### src/hw/rtl/fpa_pkg.sv
// ----------------------------------------------------------------------------
// fpa_pkg: shared types and opcodes for the Q24.8 fixed-point ALU
// Holds the opcode enum and the word that travels along the cell chain.
// ----------------------------------------------------------------------------
`default_nettype none
package fpa_pkg;

  typedef enum logic [3:0] {
    OP_ADD = 4'd0, OP_SUB = 4'd1, OP_MUL = 4'd2, OP_DIV = 4'd3,
    OP_EQ  = 4'd4, OP_NE  = 4'd5, OP_GT  = 4'd6, OP_LT  = 4'd7,
    OP_GE  = 4'd8, OP_LE  = 4'd9, OP_INC = 4'd10, OP_DEC = 4'd11,
    OP_FROM_INT = 4'd12, OP_TO_INT = 4'd13
  } op_t;

  localparam int W = 32;
  // Divider numerator: |a| << frac, doubled, plus |b|; 32 + 16 + 2 bits.
  localparam int NW = 50;
  localparam int DW = 34;

  // Word handed from cell to cell: one long-division step per cell.
  typedef struct packed {
    logic          vld;
    logic [3:0]    cmd;
    logic [NW-1:0] num;   // numerator bits still to be shifted in
    logic [DW-1:0] rem;   // partial remainder
    logic [DW-1:0] den;   // 2*|b|
    logic [NW-1:0] quo;   // quotient bits
    logic          neg;
    logic          dz;
    logic [2*W-1:0] prd;  // product magnitude, rounded at the tail
    logic [W-1:0]  res;   // result for non-divide ops
    logic          cmp;
    logic          ov;
  } cell_t;

endpackage
`default_nettype wire

### src/hw/rtl/fpa_cell.sv
// ----------------------------------------------------------------------------
// fpa_cell: one restoring long-division step
// Shifts one numerator bit into the remainder and passes the word on.
// ----------------------------------------------------------------------------
`default_nettype none
module fpa_cell (
  input  wire logic           clk,
  input  wire logic           rst_n,
  input  wire logic           adv,
  input  wire fpa_pkg::cell_t d_in,
  output fpa_pkg::cell_t      d_out
);
  fpa_pkg::cell_t w_r, w_nxt;
  logic [fpa_pkg::DW:0] tr;

  always_comb begin
    w_nxt = d_in;
    tr    = {d_in.rem, d_in.num[fpa_pkg::NW-1]};
    w_nxt.num = {d_in.num[fpa_pkg::NW-2:0], 1'b0};
    if (tr >= {1'b0, d_in.den}) begin
      w_nxt.rem = fpa_pkg::DW'(tr - {1'b0, d_in.den});
      w_nxt.quo = {d_in.quo[fpa_pkg::NW-2:0], 1'b1};
    end else begin
      w_nxt.rem = tr[fpa_pkg::DW-1:0];
      w_nxt.quo = {d_in.quo[fpa_pkg::NW-2:0], 1'b0};
    end
  end

  always_ff @(posedge clk) begin
    if (!rst_n) begin
      w_r.vld <= 1'b0;
    end else if (adv) begin
      w_r <= w_nxt;
    end
  end

  assign d_out = w_r;
endmodule
`default_nettype wire

### config.mk
export PLATFORM = sky130hd
export DESIGN_NAME = fpa_cell
export DESIGN_NICKNAME = d
export VERILOG_FILES = /design/src/hw/rtl/fpa_pkg.sv /design/src/hw/rtl/fpa_cell.sv
export SDC_FILE = /design/constraint.sdc
export NUM_CORES = 1
export LEC_CHECK = 0
export ABC_AREA = 1
export BUFFER_PORTS_ARGS = -buffer_cell sky130_fd_sc_hd__buf_2
export CAP_MARGIN = 10
export CORE_AREA = 2 2 212 214
export DETAILED_ROUTE_END_ITERATION = 10
export DIE_AREA = 0 0 214 216
export GPL_ROUTABILITY_DRIVEN = 0
export PLACE_DENSITY = 0.6
export REMOVE_ABC_BUFFERS = 1
export SLEW_MARGIN = 20
export SYNTH_ARGS = -nofsm -noshare
export SYNTH_HDL_FRONTEND = slang
export SYNTH_SLANG_ARGS = --single-unit
### constraint.sdc
create_clock -name clk -period 6.7 [get_ports clk]
set_clock_uncertainty 0.05 [all_clocks]
set_input_delay 0.67 -clock clk [delete_from_list [all_inputs] [get_ports clk]]
set_output_delay 0.67 -clock clk [all_outputs]
set_load 0.01 [all_outputs]
==> flow_summary.toml <==
[die]
start_util_pct = 25.9
die_y_um = 216
ios = 549
chipWidth_um = 214
die_area_um2 = 46200
rows = 77
coreArea_um2 = 43800

[timing]
timing.hold.ws_ps = 254
setup_viol = 0
rsz0062_at_grt = "false"
final.min_clock_period_ps = 2550
final_max_slew_viol_count = 0
final.setup.tns_ps = 0
fmax_ghz = 0.393
hold_viol = 0
relSlewSlack_pct = 29.6
worst-slew-pin-transition_ps = 1060
fin_crit_sh_pct = 38.0

[global_routing]
grt_pass1_vias = 8814
grt_pass1_wl_um = 60400
grt_max_degree = 176
antenna_found_initial = 15
grt_overflow = 0
grt_usage_pct = 18.1

[clock_network]
hold_buffers = 0
clk_pin_slew_ps = 60
numCtsBuffers = 34
htree_levels = 2
cts_resized = 0
cts_setup_buffers = 0
cts-root-buf = "clkbuf_16"
clockBufferDepth = 3
clock_latency_ps = 530
cts_tree = "built"
cts_num_sinks = 272

[synthesis]
synth.avg_cell_area_um2 = 12.3
ys_top_cells_by_area = "edfxtp_1 72%, nand2_1 9.1%, inv_1 4.3%"
ys_seq_elements = 272
syn_area_um2 = 11300
netlist.area_leader.share_pct = 71.7
ys_warn_count = 0
synth-seq-area-share_pct = 71.9
syn_inst = 920
yosysTopAreaCell = "edfxtp_1"
synth_cell_type_count = 33

[critical_path]
crit-reg2reg-capture = "d_out[272]$_SDFFE_PN0P_"
critPathLaunch = "d_in[165]"
crit_required_ps = 6940
rrSetupSlack_ps = 6030
ff2ff_path_depth = 2
path_max_fanout = 37
r2r-start = "d_out[272]$_SDFFE_PN0P_"
end_kind = "flop"
start_kind = "input port"
path_class = "in2reg"
arrival_ps = 2790
endpoint = "d_out[216]$_DFFE_PP_"

[layout]
final_util_pct = 36.1
stdcell_area_um2 = 15800
layout_commonest_cell = "buf_2"
final_cell_mix = "546 x buf_2, 274 x nand2_1, 271 x edfxtp_1, 130 x inv_1, 51 x nor2_1"
nets = 1806
syn_to_final_growth_pct = 39.6
largest_reg_flops = 272
drive_gt1_share_pct = 41.7

[drt]
avgRoutedWirePerCell_um = 20.5
route.detailed.drc = 0
first_pass_iters = 5
first_iter_violations = 603
vias = 9004
avgViaCountPerCell = 4.26
antenna_left = 0
wl_um = 43400

[placement]
dpl_cell_area_um2 = 14800
dpl.hpwl_um = 34700
io_buffers = 546

[power_and_ir_drop]
peakVddDrop_mv = 0.158
leakagePower_nw = 7.30
powerDensity_nw_per_um2 = 283

[job]
cap_viol_max_count = 0

[worst_hold_path]
min_path_cells = 1
hp-class = "in2reg"

[run_status]
outcome = "finished, final reports clean"
## per-stage QoR
stage / instances / setup WS, ps / power, mW
global placement: 2051 / 3580 / 2.72
global route: 2111 / 4020 / 4.68
CTS: 2110 / 4140 / 4.55
detailed placement: 2051 / 3550 / 2.72
finish: 2113 / 4150 / 4.48
floorplan: 912 / 130 / 2.41
## logic make-up after synthesis
group	after synthesis	share of synthesized area, %
AOI/OAI and AO/OA	43	2.03
xor gates and xnor gates	18	1.39
adders and majority gates	35	3.93
buffers and inverters	143	5.40
DFF	272	71.9
other	1	0.0330
and+or+nand+nor	408	15.3
## routing by layer
metal / global-route usage, % / part of all wire [%] / wire length (µm) / vias to the layer above
met5: 0 / 0.25 / 109 / -
met2: 31.8 / 51 / 21900 / 394
li1: - / - / - / 4228
met4: 7.02 / 3.6 / 1580 / 16
met3: 6.81 / 8.6 / 3730 / 85
met1: 19.9 / 37 / 16100 / 4281
## power by group
group	internal, mW	switching, mW
Combinational	0.229	0.404
Sequential	2.02	0.0304
Clock	1.05	0.756
Total	3.29	1.19
## cells in the mapped netlist, drive strengths merged
| cell type | n |
|---|---|
| nor2 | 57 |
| or2 | 1 |
| o21bai | 3 |
| dfxtp | 1 |
| and3 | 1 |
| edfxtp | 271 |
| buf | 8 |
| inv | 135 |
| nand3b | 7 |
| nand3 | 40 |
| nand4 | 3 |
| ha | 34 |
| nor4 | 1 |
| xor2 | 16 |
| fa | 1 |
| nor3 | 5 |
| nand2 | 293 |
| xnor2 | 2 |
| a21oi | 28 |
| o21ai | 12 |
| conb | 1 |
## worst max-delay path: stages
cell and delay, ps:
buf_2 90, inv_1 50, ha_1 370, nand2_1 130
nor2_2 310, nand3_1 170, nor3_1 250, a21oi_2 140
nand2_8 260, inv_8 160, nand2_1 100, nand2_1 60
## worst min-delay path by stage
stage | slack (ps) | end | from
after floorplan | 510 | d_out[272]$_SDFFE_PN0P_ | d_out[272]$_SDFFE_PN0P_
after global placement | 480 | d_out[272]$_SDFFE_PN0P_ | d_out[272]$_SDFFE_PN0P_
after detailed placement | 480 | d_out[272]$_SDFFE_PN0P_ | d_out[272]$_SDFFE_PN0P_
after CTS | 220 | d_out[97]$_DFFE_PP_ | d_in[97]
after global routing | 210 | d_out[97]$_DFFE_PP_ | d_in[97]
final | 250 | d_out[246]$_DFFE_PP_ | d_in[245]
## cell type report
type / instances / area [µm²]
antenna: 3 / 7.51
clock buffer: 39 / 891
clock inverter: 20 / 191
fill: 4423 / 28000
inverter: 135 / 522
multi-input combinational: 505 / 2580
sequential: 272 / 8160
tap: 592 / 741
timing repair buffer: 547 / 2750
(Power assumes the default switching activity.)
