`src/hw/rtl/fpa_pkg.sv`:
```
// ----------------------------------------------------------------------------
// fpa_pkg: shared types and opcodes for the Q24.8 fixed-point ALU
// Holds the opcode enum and the word that travels along the cell chain.
// ----------------------------------------------------------------------------
`default_nettype none
package fpa_pkg;

  typedef enum logic [3:0] {
    OP_ADD = 4'd0, OP_SUB = 4'd1, OP_MUL = 4'd2, OP_DIV = 4'd3,
    OP_EQ  = 4'd4, OP_NE  = 4'd5, OP_GT  = 4'd6, OP_LT  = 4'd7,
    OP_GE  = 4'd8, OP_LE  = 4'd9, OP_INC = 4'd10, OP_DEC = 4'd11,
    OP_FROM_INT = 4'd12, OP_TO_INT = 4'd13
  } op_t;

  localparam int W = 32;
  // Divider numerator: |a| << frac, doubled, plus |b|; 32 + 16 + 2 bits.
  localparam int NW = 50;
  localparam int DW = 34;

  // Word handed from cell to cell: one long-division step per cell.
  typedef struct packed {
    logic          vld;
    logic [3:0]    cmd;
    logic [NW-1:0] num;   // numerator bits still to be shifted in
    logic [DW-1:0] rem;   // partial remainder
    logic [DW-1:0] den;   // 2*|b|
    logic [NW-1:0] quo;   // quotient bits
    logic          neg;
    logic          dz;
    logic [2*W-1:0] prd;  // product magnitude, rounded at the tail
    logic [W-1:0]  res;   // result for non-divide ops
    logic          cmp;
    logic          ov;
  } cell_t;

endpackage
`default_nettype wire

```
`src/hw/rtl/fpa_front.sv`:
```
// ----------------------------------------------------------------------------
// fpa_front: operand decode and combinational operations
// Computes add, sub, compares, inc, dec, conversions and the product,
// and sets up the division word.
// ----------------------------------------------------------------------------
`default_nettype none
module fpa_front #(
  parameter int FRAC_BITS = 8
) (
  input  wire logic                       vld,
  input  wire logic [3:0]                 cmd,
  input  wire logic signed [31:0]         a,
  input  wire logic signed [31:0]         b,
  output fpa_pkg::cell_t                  w
);
  localparam logic signed [63:0] MAXV = 64'sd2147483647;
  localparam logic signed [63:0] MINV = -64'sd2147483648;
  logic [31:0] am, bm;
  logic [47:0] nm;
  logic [31:0] ti;

  function automatic logic [32:0] sat(input logic signed [63:0] v);
    if (v > MAXV) sat = {1'b1, 32'h7fffffff};
    else if (v < MINV) sat = {1'b1, 32'h80000000};
    else sat = {1'b0, v[31:0]};
  endfunction

  always_comb begin
    w      = '0;
    w.vld  = vld;
    w.cmd  = cmd;
    am     = a[31] ? 32'(-a) : a;
    bm     = b[31] ? 32'(-b) : b;
    nm     = 48'(am) << FRAC_BITS;
    ti     = 32'(a >>> FRAC_BITS);
    w.prd  = am * bm;
    w.den  = {1'b0, bm, 1'b0};
    w.num  = fpa_pkg::NW'({nm, 1'b0} + {17'd0, bm});
    w.neg  = a[31] ^ b[31];
    w.dz   = (b == 32'sd0);
    unique case (cmd)
      fpa_pkg::OP_ADD:      {w.ov, w.res} = sat(64'(a) + 64'(b));
      fpa_pkg::OP_SUB:      {w.ov, w.res} = sat(64'(a) - 64'(b));
      fpa_pkg::OP_EQ:       w.cmp = (a == b);
      fpa_pkg::OP_NE:       w.cmp = (a != b);
      fpa_pkg::OP_GT:       w.cmp = (a > b);
      fpa_pkg::OP_LT:       w.cmp = (a < b);
      fpa_pkg::OP_GE:       w.cmp = (a >= b);
      fpa_pkg::OP_LE:       w.cmp = (a <= b);
      fpa_pkg::OP_INC:      {w.ov, w.res} = sat(64'(a) + 64'sd1);
      fpa_pkg::OP_DEC:      {w.ov, w.res} = sat(64'(a) - 64'sd1);
      fpa_pkg::OP_FROM_INT: {w.ov, w.res} = sat(64'(a) <<< FRAC_BITS);
      fpa_pkg::OP_TO_INT:   w.res = ti;
      default:              w.res = '0;
    endcase
  end
endmodule
`default_nettype wire
```
`config.mk`:
```
export PLATFORM = sky130hd
export DESIGN_NAME = fpa_front
export DESIGN_NICKNAME = d
export VERILOG_FILES = /design/src/hw/rtl/fpa_pkg.sv /design/src/hw/rtl/fpa_front.sv
export SDC_FILE = /design/constraint.sdc
export NUM_CORES = 2
export LEC_CHECK = 0
export BUFFER_PORTS_ARGS = -buffer_cell sky130_fd_sc_hd__buf_2
export CAP_MARGIN = 20
export CORE_MARGIN = 4
export CORE_UTILIZATION = 25
export DETAILED_ROUTE_END_ITERATION = 7
export GPL_TIMING_DRIVEN = 0
export MAX_ROUTING_LAYER = met4
export PLACE_DENSITY = 0.4
export SYNTH_ARGS = -nofsm -noshare
export SYNTH_HDL_FRONTEND = slang
export SYNTH_SLANG_ARGS = --single-unit
```
`constraint.sdc`:
```
create_clock -name vclk -period 16.5
set_input_delay 0.825 -clock vclk [all_inputs]
set_output_delay 0.825 -clock vclk [all_outputs]
set_load 0.01 [all_outputs]
```
==> impl_metrics.ini <==
[worst_setup_path]
cp_common_cell = fa_1
critPathKind = in2out
crit_path_end_kind = output port
worstPathMaxFanout = 11
cp.required_ns = 15.67
cpPeakStageDelay_ns = 0.91
cpMaxStageDelayCell = clkbuf_1
cp-start-kind = primary input
crit_arrival_ns = 14.95

[routing]
drt_iter0_markers = 3560
post_drt_wl_per_cell_um = 26.0
vias_per_cell = 4.86
ant_nets = 0
drtPass1Iterations = 8
vias = 37300
routed_wirelength_mm = 200
drc = 0

[grt]
grt_usage = 0.239
grt_pass1_wl_mm = 286
grt_max_degree = 14
antenna_found_initial = 12
grt_overflow = 0
grt_pass1_vias = 38700

[final_layout]
n_sequential_cell = 0
nClkBuffers = 0
seq_area_sq_um = 0
layout-drive-gt1-share = 0.0839
finalNetCount = 6820
fill_cells = 18200
area_growth_pct = 12.4
fin_util = 0.283

[hold_path]
hold_path_class = in2out

[die]
fp-row-count = 148
pin_count = 342
fp.dieW_um = 413
core_sq_um = 163000
die_h_um = 413
dieArea_sq_um = 171000
start_util = 0.252

[timing]
max_freq_mhz = 63.4
slew_viol_final = 0
slew_headroom = 0.150
fin_setup_tns_ns = 0
hold_viol = 0
timing.final.crit_period_ns = 15.78
period_share = 0.956
grt_setup_unrepaired = false
worstMarginPinSlew_ns = 1.28
setup-violations-final = 0

[placement]
port_buffers = 245
post-dp-hpwl_mm = 174
gp_congestion = 1.00

[cts]
cts_hold_buf = 0

[synth]
synthTopCellsByArea = fa_1 (44%), ha_1 (11%), inv_1 (9.2%), nor2_1 (6.5%), nand2_1 (5.2%)
synth_area_leader_cell = fa_1
syn-cell-area_sq_um = 41000
netlist_instances = 5107
ys_types = 79
synth.avg_cell_area_sq_um = 8.04
ys_warn_count = 0
ys_seq_area_frac = 0
yosysTopAreaCellShare = 0.439
synthMostInstantiatedCell = inv_1
synth.top_cells.by_count = inv_1 (1007), fa_1 (899), nor2_1 (706)

[status]
status = finished clean

[job]
maxCapViolCount = 0
==> cells by family after synthesis <==
group           Yosys count  synth area share
mux                       6           0.00162
fa+ha+maj              1255             0.547
buf+inv                1396             0.138
compound gates          597            0.0954
simple gates           1614             0.167
xor+xnor                238            0.0508
other cells               1         0.0000914
==> timing repair <==
action / CTS / global route
setup endpoints to repair: 1 / 2
resized for setup: 1 / 9
buffers inserted: 0 / 0
pin swaps: 0 / 0
==> worst max-delay path, delay by kind of cell <==
kind | cells | cell delay [ns]
buffers and inverters | 9 | 2.72
AND/OR/NAND/NOR | 5 | 1.57
adder cells (fa/ha/maj) | 10 | 4.65
XOR/XNOR | 2 | 0.93
AO/OA/AOI/OAI | 12 | 4.22
==> final timing paths <==
| check | startpoint | endpoint | slack (ns) | cells after the start |
|---|---|---|---|---|
| max | a[0] | w[97] | 0.72 | 38 |
| min | vld | w[272] | 1.84 | 2 |
==> through the flow <==
stage | std cells | instance area [sq um] | hold WS (ns) | setup WS, ns
3_3_place_gp | 7621 | 45300 | 1.84 | -0.907
6_report | 7676 | 46100 | 1.84 | 0.724
3_5_place_dp | 7664 | 46000 | 1.84 | -0.0662
2_1_floorplan | 5201 | 41400 | 1.74 | 4.44
5_1_grt | 7676 | 46100 | 1.84 | 0.0447
4_1_cts | 7664 | 46000 | 1.84 | 0.271
==> layer usage <==
layer | GRT usage | up-vias | share of wire
met5 | - | - | 0
met1 | 0.329 | 19400 | 0.45
met3 | 0.0266 | 207 | 0.066
met2 | 0.374 | 1456 | 0.45
li1 | - | 16200 | -
met4 | 0.0650 | 0 | 0.036
==> layout by cell type, fill, tap and decap left out, types with 18 or more instances in the layout <==
cell,synthesis,routed
or3_1,33,33
nand2_1,570,570
a21o_1,55,55
o21a_1,20,20
nand2b_1,38,38
buf_8,0,29
o211ai_1,25,25
and2_1,32,32
conb_1,1,95
a222oi_1,19,19
o21bai_1,24,24
a221oi_1,20,20
o21ai_0,120,120
fa_1,899,899
buf_2,9,256
xor2_1,86,80
nand3_1,57,57
nand4_1,33,33
nor2_1,706,706
buf_4,110,121
nor3_1,47,47
inv_1,1007,1007
and3_1,18,18
a21oi_1,168,168
clkbuf_1,233,228
ha_1,356,356
xnor2_1,152,141
nor2b_1,23,23
==> final cells by class <==
cell class                      count  area [sq um]  share of cell area
Antenna cell                        7          17.5            0.000380
Buffer                            370          1840              0.0399
Inverter                         1024          3840              0.0833
Multi-Input combinational cell   3805         35800               0.777
Tap cell                         2175          2720              0.0590
Timing Repair Buffer              295          1860              0.0402
